`src/rtl/core/sha_nonce_pkg.sv`:
```
// Package for the double SHA-256 nonce search: transaction types, round
// constants, IV and SHA-256 helper functions. No dependencies.
`default_nettype none
package sha_nonce_pkg;

  typedef struct packed {
    logic [63:0] midstate_w01;
    logic [63:0] midstate_w23;
    logic [63:0] midstate_w45;
    logic [63:0] midstate_w67;
    logic [63:0] tail_w01;
    logic [31:0] tail_w2;
    logic [63:0] target_q0;
    logic [63:0] target_q1;
    logic [63:0] target_q2;
    logic [63:0] target_q3;
    logic [31:0] start_nonce;
    logic [32:0] nonce_count;
  } job_t;

  typedef struct packed {
    logic        found;
    logic [31:0] winning_nonce;
  } result_t;

  // controller -> datapath
  typedef struct packed {
    logic load;       // latch job
    logic blk_init;   // set up first compression of current nonce
    logic blk2_init;  // set up second compression from first digest
    logic round;      // run one round
    logic fold;       // add working vars into state
    logic next_nonce; // advance nonce
  } dp_cmd_t;

  // datapath -> controller
  typedef struct packed {
    logic last_round;
    logic below;
    logic count_done;
  } dp_stat_t;

  localparam logic [31:0] PAD_WORD = 32'h80000000;
  localparam logic [31:0] LEN1     = 32'd640;
  localparam logic [31:0] LEN2     = 32'd256;
  localparam logic [32:0] FULL_RANGE = 33'h100000000;

  localparam logic [31:0] IV [8] = '{
    32'h6a09e667, 32'hbb67ae85, 32'h3c6ef372, 32'ha54ff53a,
    32'h510e527f, 32'h9b05688c, 32'h1f83d9ab, 32'h5be0cd19};

  localparam logic [31:0] KROUND [64] = '{
    32'h428a2f98, 32'h71374491, 32'hb5c0fbcf, 32'he9b5dba5,
    32'h3956c25b, 32'h59f111f1, 32'h923f82a4, 32'hab1c5ed5,
    32'hd807aa98, 32'h12835b01, 32'h243185be, 32'h550c7dc3,
    32'h72be5d74, 32'h80deb1fe, 32'h9bdc06a7, 32'hc19bf174,
    32'he49b69c1, 32'hefbe4786, 32'h0fc19dc6, 32'h240ca1cc,
    32'h2de92c6f, 32'h4a7484aa, 32'h5cb0a9dc, 32'h76f988da,
    32'h983e5152, 32'ha831c66d, 32'hb00327c8, 32'hbf597fc7,
    32'hc6e00bf3, 32'hd5a79147, 32'h06ca6351, 32'h14292967,
    32'h27b70a85, 32'h2e1b2138, 32'h4d2c6dfc, 32'h53380d13,
    32'h650a7354, 32'h766a0abb, 32'h81c2c92e, 32'h92722c85,
    32'ha2bfe8a1, 32'ha81a664b, 32'hc24b8b70, 32'hc76c51a3,
    32'hd192e819, 32'hd6990624, 32'hf40e3585, 32'h106aa070,
    32'h19a4c116, 32'h1e376c08, 32'h2748774c, 32'h34b0bcb5,
    32'h391c0cb3, 32'h4ed8aa4a, 32'h5b9cca4f, 32'h682e6ff3,
    32'h748f82ee, 32'h78a5636f, 32'h84c87814, 32'h8cc70208,
    32'h90befffa, 32'ha4506ceb, 32'hbef9a3f7, 32'hc67178f2};

  function automatic logic [31:0] swap32(input logic [31:0] x);
    return {x[7:0], x[15:8], x[23:16], x[31:24]};
  endfunction

  function automatic logic [31:0] rotr(input logic [31:0] x, input int n);
    return (x >> n) | (x << (32 - n));
  endfunction

endpackage
`default_nettype wire

```
`src/rtl/core/sha256d_nonce_search.sv`:
```
// Double SHA-256 nonce search: per nonce tried, two 64-round compressions
// at one round per cycle, plus check, two folds, reseed and compare.
// Result strobe follows the compare of the first qualifying nonce, or the check
// that finds the count spent when none does; one job at a time, busy low
// again in the strobe cycle. The receiver cannot stall.
// Synchronous reset returns the controller to idle; no job is kept.
`default_nettype none
module sha256d_nonce_search
  import sha_nonce_pkg::*;
(
  input  wire logic clk,
  input  wire logic rst,
  input  wire logic start,
  input  wire job_t job,
  output logic      busy,
  output logic      done,
  output result_t   result
);

  dp_cmd_t     cmd;
  dp_stat_t    stat;
  logic [31:0] nonce;

  sha_nonce_ctrl u_ctrl (
    .clk(clk), .rst(rst), .start(start && !busy), .stat(stat), .nonce(nonce),
    .busy(busy), .cmd(cmd), .done(done), .res(result)
  );

  sha_nonce_dp u_dp (
    .clk(clk), .job(job), .cmd(cmd), .stat(stat), .nonce(nonce)
  );

endmodule
`default_nettype wire

```
`src/rtl/core/sha_nonce_dp.sv`:
```
// Datapath: one SHA-256 round per cycle with a 16-word message schedule,
// nonce counter and target compare. Uses sha_nonce_pkg.
`default_nettype none
module sha_nonce_dp
  import sha_nonce_pkg::*;
(
  input  wire logic     clk,
  input  wire job_t     job,
  input  wire dp_cmd_t  cmd,
  output dp_stat_t      stat,
  output logic [31:0]   nonce
);

  job_t        jr;
  logic [31:0] st [8];
  logic [31:0] v [8];
  logic [31:0] w [16];
  logic [5:0]  rnd;
  logic [32:0] remain;
  logic [31:0] t1, t2, wn, s0, s1;
  logic [255:0] dig, tgt;

  always_comb begin
    s0 = rotr(w[1], 7) ^ rotr(w[1], 18) ^ (w[1] >> 3);
    s1 = rotr(w[14], 17) ^ rotr(w[14], 19) ^ (w[14] >> 10);
    wn = w[0] + s0 + w[9] + s1;
    t1 = v[7] + (rotr(v[4], 6) ^ rotr(v[4], 11) ^ rotr(v[4], 25))
       + ((v[4] & v[5]) ^ (~v[4] & v[6])) + KROUND[rnd] + w[0];
    t2 = (rotr(v[0], 2) ^ rotr(v[0], 13) ^ rotr(v[0], 22))
       + ((v[0] & v[1]) ^ (v[0] & v[2]) ^ (v[1] & v[2]));
    for (int i = 0; i < 8; i++) begin
      dig[32*i +: 32] = swap32(st[i]);
    end
    tgt = {jr.target_q3, jr.target_q2, jr.target_q1, jr.target_q0};
  end

  assign stat.last_round = (rnd == 6'd63);
  assign stat.below      = (dig < tgt);
  assign stat.count_done = (remain == 33'd0);

  always_ff @(posedge clk) begin
    if (cmd.load) begin
      jr     <= job;
      nonce  <= job.start_nonce;
      remain <= (job.nonce_count > FULL_RANGE) ? FULL_RANGE : job.nonce_count;
    end
    if (cmd.next_nonce) begin
      nonce  <= nonce + 32'd1;
      remain <= remain - 33'd1;
    end
    if (cmd.blk_init) begin
      st[0] <= jr.midstate_w01[63:32]; st[1] <= jr.midstate_w01[31:0];
      st[2] <= jr.midstate_w23[63:32]; st[3] <= jr.midstate_w23[31:0];
      st[4] <= jr.midstate_w45[63:32]; st[5] <= jr.midstate_w45[31:0];
      st[6] <= jr.midstate_w67[63:32]; st[7] <= jr.midstate_w67[31:0];
      v[0] <= jr.midstate_w01[63:32]; v[1] <= jr.midstate_w01[31:0];
      v[2] <= jr.midstate_w23[63:32]; v[3] <= jr.midstate_w23[31:0];
      v[4] <= jr.midstate_w45[63:32]; v[5] <= jr.midstate_w45[31:0];
      v[6] <= jr.midstate_w67[63:32]; v[7] <= jr.midstate_w67[31:0];
      for (int i = 0; i < 16; i++) w[i] <= '0;
      w[0]  <= jr.tail_w01[63:32];
      w[1]  <= jr.tail_w01[31:0];
      w[2]  <= jr.tail_w2;
      w[3]  <= swap32(nonce);
      w[4]  <= PAD_WORD;
      w[15] <= LEN1;
      rnd   <= '0;
    end else if (cmd.blk2_init) begin
      for (int i = 0; i < 8; i++) begin
        st[i] <= IV[i];
        v[i]  <= IV[i];
        w[i]  <= st[i];
        w[i+8] <= '0;
      end
      w[8]  <= PAD_WORD;
      w[15] <= LEN2;
      rnd   <= '0;
    end else if (cmd.round) begin
      for (int i = 0; i < 15; i++) w[i] <= w[i+1];
      w[15] <= wn;
      v[7] <= v[6]; v[6] <= v[5]; v[5] <= v[4];
      v[4] <= v[3] + t1;
      v[3] <= v[2]; v[2] <= v[1]; v[1] <= v[0];
      v[0] <= t1 + t2;
      rnd  <= rnd + 6'd1;
    end else if (cmd.fold) begin
      for (int i = 0; i < 8; i++) st[i] <= st[i] + v[i];
    end
  end

endmodule
`default_nettype wire

```
`src/rtl/core/sha_nonce_ctrl.sv`:
```
// Controller: sequences load, two compressions per nonce, compare, result.
// Uses sha_nonce_pkg.
`default_nettype none
module sha_nonce_ctrl
  import sha_nonce_pkg::*;
(
  input  wire logic     clk,
  input  wire logic     rst,
  input  wire logic     start,
  input  wire dp_stat_t stat,
  input  wire logic [31:0] nonce,
  output logic          busy,
  output dp_cmd_t       cmd,
  output logic          done,
  output result_t       res
);

  typedef enum logic [2:0] {
    S_IDLE, S_CHECK, S_R1, S_F1, S_I2, S_R2, S_F2, S_CMP
  } state_t;

  state_t state;

  always_comb begin
    cmd = '0;
    unique case (state)
      S_IDLE:  cmd.load = start;
      S_CHECK: cmd.blk_init = !stat.count_done;
      S_R1:    cmd.round = 1'b1;
      S_F1:    cmd.fold = 1'b1;
      S_I2:    cmd.blk2_init = 1'b1;
      S_R2:    cmd.round = 1'b1;
      S_F2:    cmd.fold = 1'b1;
      S_CMP:   cmd.next_nonce = !stat.below;
      default: cmd = '0;
    endcase
  end

  always_ff @(posedge clk) begin
    if (rst) begin
      state <= S_IDLE;
      busy  <= 1'b0;
      done  <= 1'b0;
      res   <= '0;
    end else begin
      done <= 1'b0;
      unique case (state)
        S_IDLE: if (start) begin
          state <= S_CHECK;
          busy  <= 1'b1;
        end
        S_CHECK: if (stat.count_done) begin
          state <= S_IDLE;
          busy  <= 1'b0;
          done  <= 1'b1;
          res   <= '0;
        end else begin
          state <= S_R1;
        end
        S_R1: if (stat.last_round) state <= S_F1;
        S_F1: state <= S_I2;
        S_I2: state <= S_R2;
        S_R2: if (stat.last_round) state <= S_F2;
        S_F2: state <= S_CMP;
        S_CMP: if (stat.below) begin
          state <= S_IDLE;
          busy  <= 1'b0;
          done  <= 1'b1;
          res   <= '{found: 1'b1, winning_nonce: nonce};
        end else begin
          state <= S_CHECK;
        end
        default: state <= S_IDLE;
      endcase
    end
  end

endmodule
`default_nettype wire

```
`config.mk`:
```
export PLATFORM = sky130hd
export DESIGN_NAME = sha256d_nonce_search
export DESIGN_NICKNAME = d
export VERILOG_FILES = /design/src/rtl/core/sha_nonce_pkg.sv /design/src/rtl/core/sha256d_nonce_search.sv /design/src/rtl/core/sha_nonce_dp.sv /design/src/rtl/core/sha_nonce_ctrl.sv
export SDC_FILE = /design/constraint.sdc
export NUM_CORES = 2
export LEC_CHECK = 0
export ABC_AREA = 1
export BUFFER_PORTS_ARGS = -buffer_cell sky130_fd_sc_hd__buf_4
export CELL_PAD_IN_SITES_DETAIL_PLACEMENT = 0
export CELL_PAD_IN_SITES_GLOBAL_PLACEMENT = 1
export CORE_MARGIN = 3
export CORE_UTILIZATION = 43
export DETAILED_ROUTE_END_ITERATION = 8
export PLACE_DENSITY = 0.82
export SETUP_SLACK_MARGIN = 0.4
export SLEW_MARGIN = 20
export SYNTH_ARGS = -nofsm -noshare
export SYNTH_HDL_FRONTEND = slang
export SYNTH_SLANG_ARGS = --single-unit
```
`constraint.sdc`:
```
create_clock -name clk -period 12.4 [get_ports clk]
set_input_delay 0.62 -clock clk [delete_from_list [all_inputs] [get_ports clk]]
set_output_delay 0.62 -clock clk [all_outputs]
set_load 0.02 [all_outputs]
```
==> results.cfg <==
[outcome]
outcome = finished clean

[timing]
hold_violations = 0
fmax_mhz = 99.1
min_period_ps = 10090
final.setup.tns_ps = 0
grt_setup_unrepaired = no
maxSlewViolCount = 0
tightest_slew_ps = 1230
relSlewSlack = 0.174
period_share = 0.814
skew_ps = 66.3
setup_viol_count_final = 0

[min_path]
min_path_type = input port to register

[cts]
cts_tree = built
cts_buffers = 194
clock-sinks = 1741
cts_setup_buffers = 0
insertion_delay_ps = 870
cts-hold-fix-buffers = 614
clk_root_buffer_cell = clkbuf_16
htree_levels = 4
clk_path_buf_depth = 3
clkTransAtPathRegs_ps = 70
cts_resized = 0

[floorplanning]
die_h_um = 497
pin_count = 711
core_region_area_um2 = 239000
rows = 179
die_w_um = 497
die_area_um2 = 247000
start_util = 0.434

[global_routing]
grt_first_pass_wirelength_um = 654000
gr-total-overflow = 0
top_usage_layer = met2
grt_max_degree = 182
grt_pass1_vias = 87000
use_met3 = 0.0826
antenna_found_initial = 41
grtUsageMet1 = 0.522
grt.total_usage = 0.376
grt_util_met2 = 0.559

[final_layout]
register_area_um2 = 51200
multi_input_comb_area_um2 = 44600
fill_cells = 21400
drive_gt1_frac = 0.0999
nNetsFinal = 13800
final_area_um2 = 125000
syn_to_final_growth_pct = 20.7

[yosys]
yosys_register_bits = 1741
yosysSeqAreaShare = 0.494
syn_inst = 11000
yosys.area.top_type_share = 0.474
yosys.cell_types.count = 78
synth.area.top_cells = edfxtp_1 47%, ha_1 7.8%, nand2_1 6.5%
yosysTopAreaCell = edfxtp_1
synth_area_um2 = 104000
synth-async-reset-ratio = 0
synth-edff-count = 1633
yosys_warnings = 0
synthFlopType = edfxtp_1
post_synth.cell_area_avg_um2 = 9.40
synth_fp_nets = 12500

[routing]
vias_per_cell = 5.81
drtPass1Iterations = 8
wl_um = 478000
ant_nets = 0
vias = 90700
drtIter0Drc = 11700
routedWlPerCell_um = 30.6
drc = 0

[critical_path]
start_kind = register
crit_fanout = 17
worst_path_largest_cell_delay_ps = 700
cp_slowest_cell = dfxtp_1
critPathArrivalTime_ps = 10710
end_kind = register
crit_type = register to register
critPathRequiredTime_ps = 13020

[flow_run]
maxCapViolations = 0

[place]
placed_area_um2 = 112000
portBuffers = 710
dpl.hpwl_um = 367000
gp_congestion = 1.00
cell usage after synthesis, types with 7 or more instances:
| library cell | number |
|---|---|
| buf_4 | 8 |
| mux2i_1 | 8 |
| nand3b_1 | 7 |
| o22a_1 | 31 |
| ha_1 | 647 |
| nor4_1 | 42 |
| a21boi_0 | 19 |
| o221ai_1 | 14 |
| xnor2_1 | 185 |
| nand4_1 | 79 |
| or2_2 | 56 |
| inv_2 | 8 |
| buf_2 | 64 |
| buf_1 | 57 |
| a22oi_1 | 11 |
| o31ai_1 | 12 |
| o21ai_0 | 868 |
| a31oi_1 | 62 |
| a22o_1 | 62 |
| and3_1 | 7 |
| o21a_1 | 35 |
| o211ai_1 | 90 |
| o2111ai_1 | 8 |
| a311oi_1 | 76 |
| edfxtp_1 | 1633 |
| nand3_1 | 425 |
| maj3_1 | 11 |
| fa_1 | 195 |
| o21ai_1 | 23 |
| nand2_1 | 1780 |
| o21bai_1 | 34 |
| a221oi_1 | 29 |
| dfxtp_1 | 108 |
| nor3_1 | 95 |
| a21o_1 | 39 |
| a21oi_1 | 797 |
| xor2_1 | 268 |
| nor2_1 | 1021 |
| o22ai_1 | 99 |
| inv_1 | 1633 |
| a211oi_1 | 13 |
| clkbuf_1 | 264 |
| o311ai_0 | 16 |
critical path, delay by kind of cell (launching register included):
| kind | cells | cell delay, ps |
|---|---|---|
| AO/OA/AOI/OAI | 14 | 3680 |
| XOR/XNOR | 1 | 340 |
| adder cells (fa/ha/maj) | 8 | 3330 |
| buffers and inverters | 3 | 480 |
| flip-flops | 1 | 700 |
| AND/OR/NAND/NOR | 10 | 1300 |
stage by stage:
step | setup WS (ps) | hold WS (ps) | instances | util
after global routing | 1640 | 20.8 | 15600 | 0.523
after floorplan | 2110 | 463 | 11000 | -
after global placement | 2290 | 474 | 14600 | 0.470
after CTS | 2230 | 0.479 | 15600 | 0.523
after detailed placement | 2320 | 474 | 14600 | 0.470
final | 2310 | 45.3 | 15600 | 0.523
cell families (layout without fill, tap and decap cells):
logic type | Yosys count | in the layout | share of synthesized area
and+or+nand+nor | 3550 | 3550 | 0.142
DFF | 1741 | 1741 | 0.494
adders and majority gates | 853 | 853 | 0.117
AOI/OAI and AO/OA | 2371 | 2371 | 0.132
muxes | 9 | 9 | 0.000882
other | 0 | 27 | 0
buffers and inverters | 2043 | 3429 | 0.0754
xor gates and xnor gates | 453 | 453 | 0.0383
layout by cell type (no fill, tap or decap), types with 19 or more instances in the layout:
master and count:
nand2_1 1775, edfxtp_1 1633, inv_1 1622, nor2_1 1020, o21ai_0 868, buf_4 798, a21oi_1 797, ha_1 647
dlygate4sd3_1 614, nand3_1 425, xor2_1 268, fa_1 195, clkbuf_16 195, xnor2_1 185, dfxtp_1 107, o22ai_1 99
nor3_1 95, o211ai_1 90, nand4_1 79, a311oi_1 67, a31oi_1 62, a22o_1 62, or2_2 56, nor4_1 42
a21o_1 39, o21a_1 35, o21bai_1 34, clkbuf_1 33, clkinv_1 32, o22a_1 31, clkinv_2 30, a221oi_1 29
diode_2 27, o21ai_1 23, bufinv_16 22, clkinvlp_4 20, a21boi_0 19
per-layer routing:
metal  wire [um]  vias to the layer above
li1            -                    40100
met1      199000                    44500
met2      205000                     5179
met3       47300                      869
met4       26300                       20
met5         117                        -
registers in the layout, indices dropped and copies added (netlist names):
register / flops
u_ctrl.res: 33
u_ctrl.state: 3
u_dp.nonce: 32
u_dp.st: 256
u_dp.jr: 608
u_ctrl.done: 1
u_dp.remain: 33
u_ctrl.busy: 1
u_dp.v: 256
u_dp.w: 512
u_dp.rnd: 6
worst paths after layout:
| kind | startpoint | to | slack (ps) | depth (start not counted) |
|---|---|---|---|---|
| min reg2reg | u_ctrl.res[27]$_SDFFE_PP0P_ | u_ctrl.res[27]$_SDFFE_PP0P_ | 480 | 2 |
| max | u_dp.rnd[1]$_SDFFE_PP0N_ | u_dp.v[0][30]$_DFFE_PP_ | 2310 | 36 |
| max reg2reg | u_dp.rnd[1]$_SDFFE_PP0N_ | u_dp.v[0][30]$_DFFE_PP_ | 2310 | 36 |
| min | job[58] | u_dp.nonce[25]$_DFFE_PP_ | 50 | 3 |
final cells by class:
type,count,share of cell area
Sequential cell,1741,0.410
Multi-Input combinational cell,7236,0.357
Timing Repair Buffer,1420,0.0984
Inverter,1644,0.0498
Clock buffer,231,0.0404
Tap cell,3167,0.0317
Clock inverter,134,0.0123
Antenna cell,27,0.000541
Power is left out: the tool's default activity adds up to more than one toggle a clock period on the data nets, which glitch-free logic cannot reach.
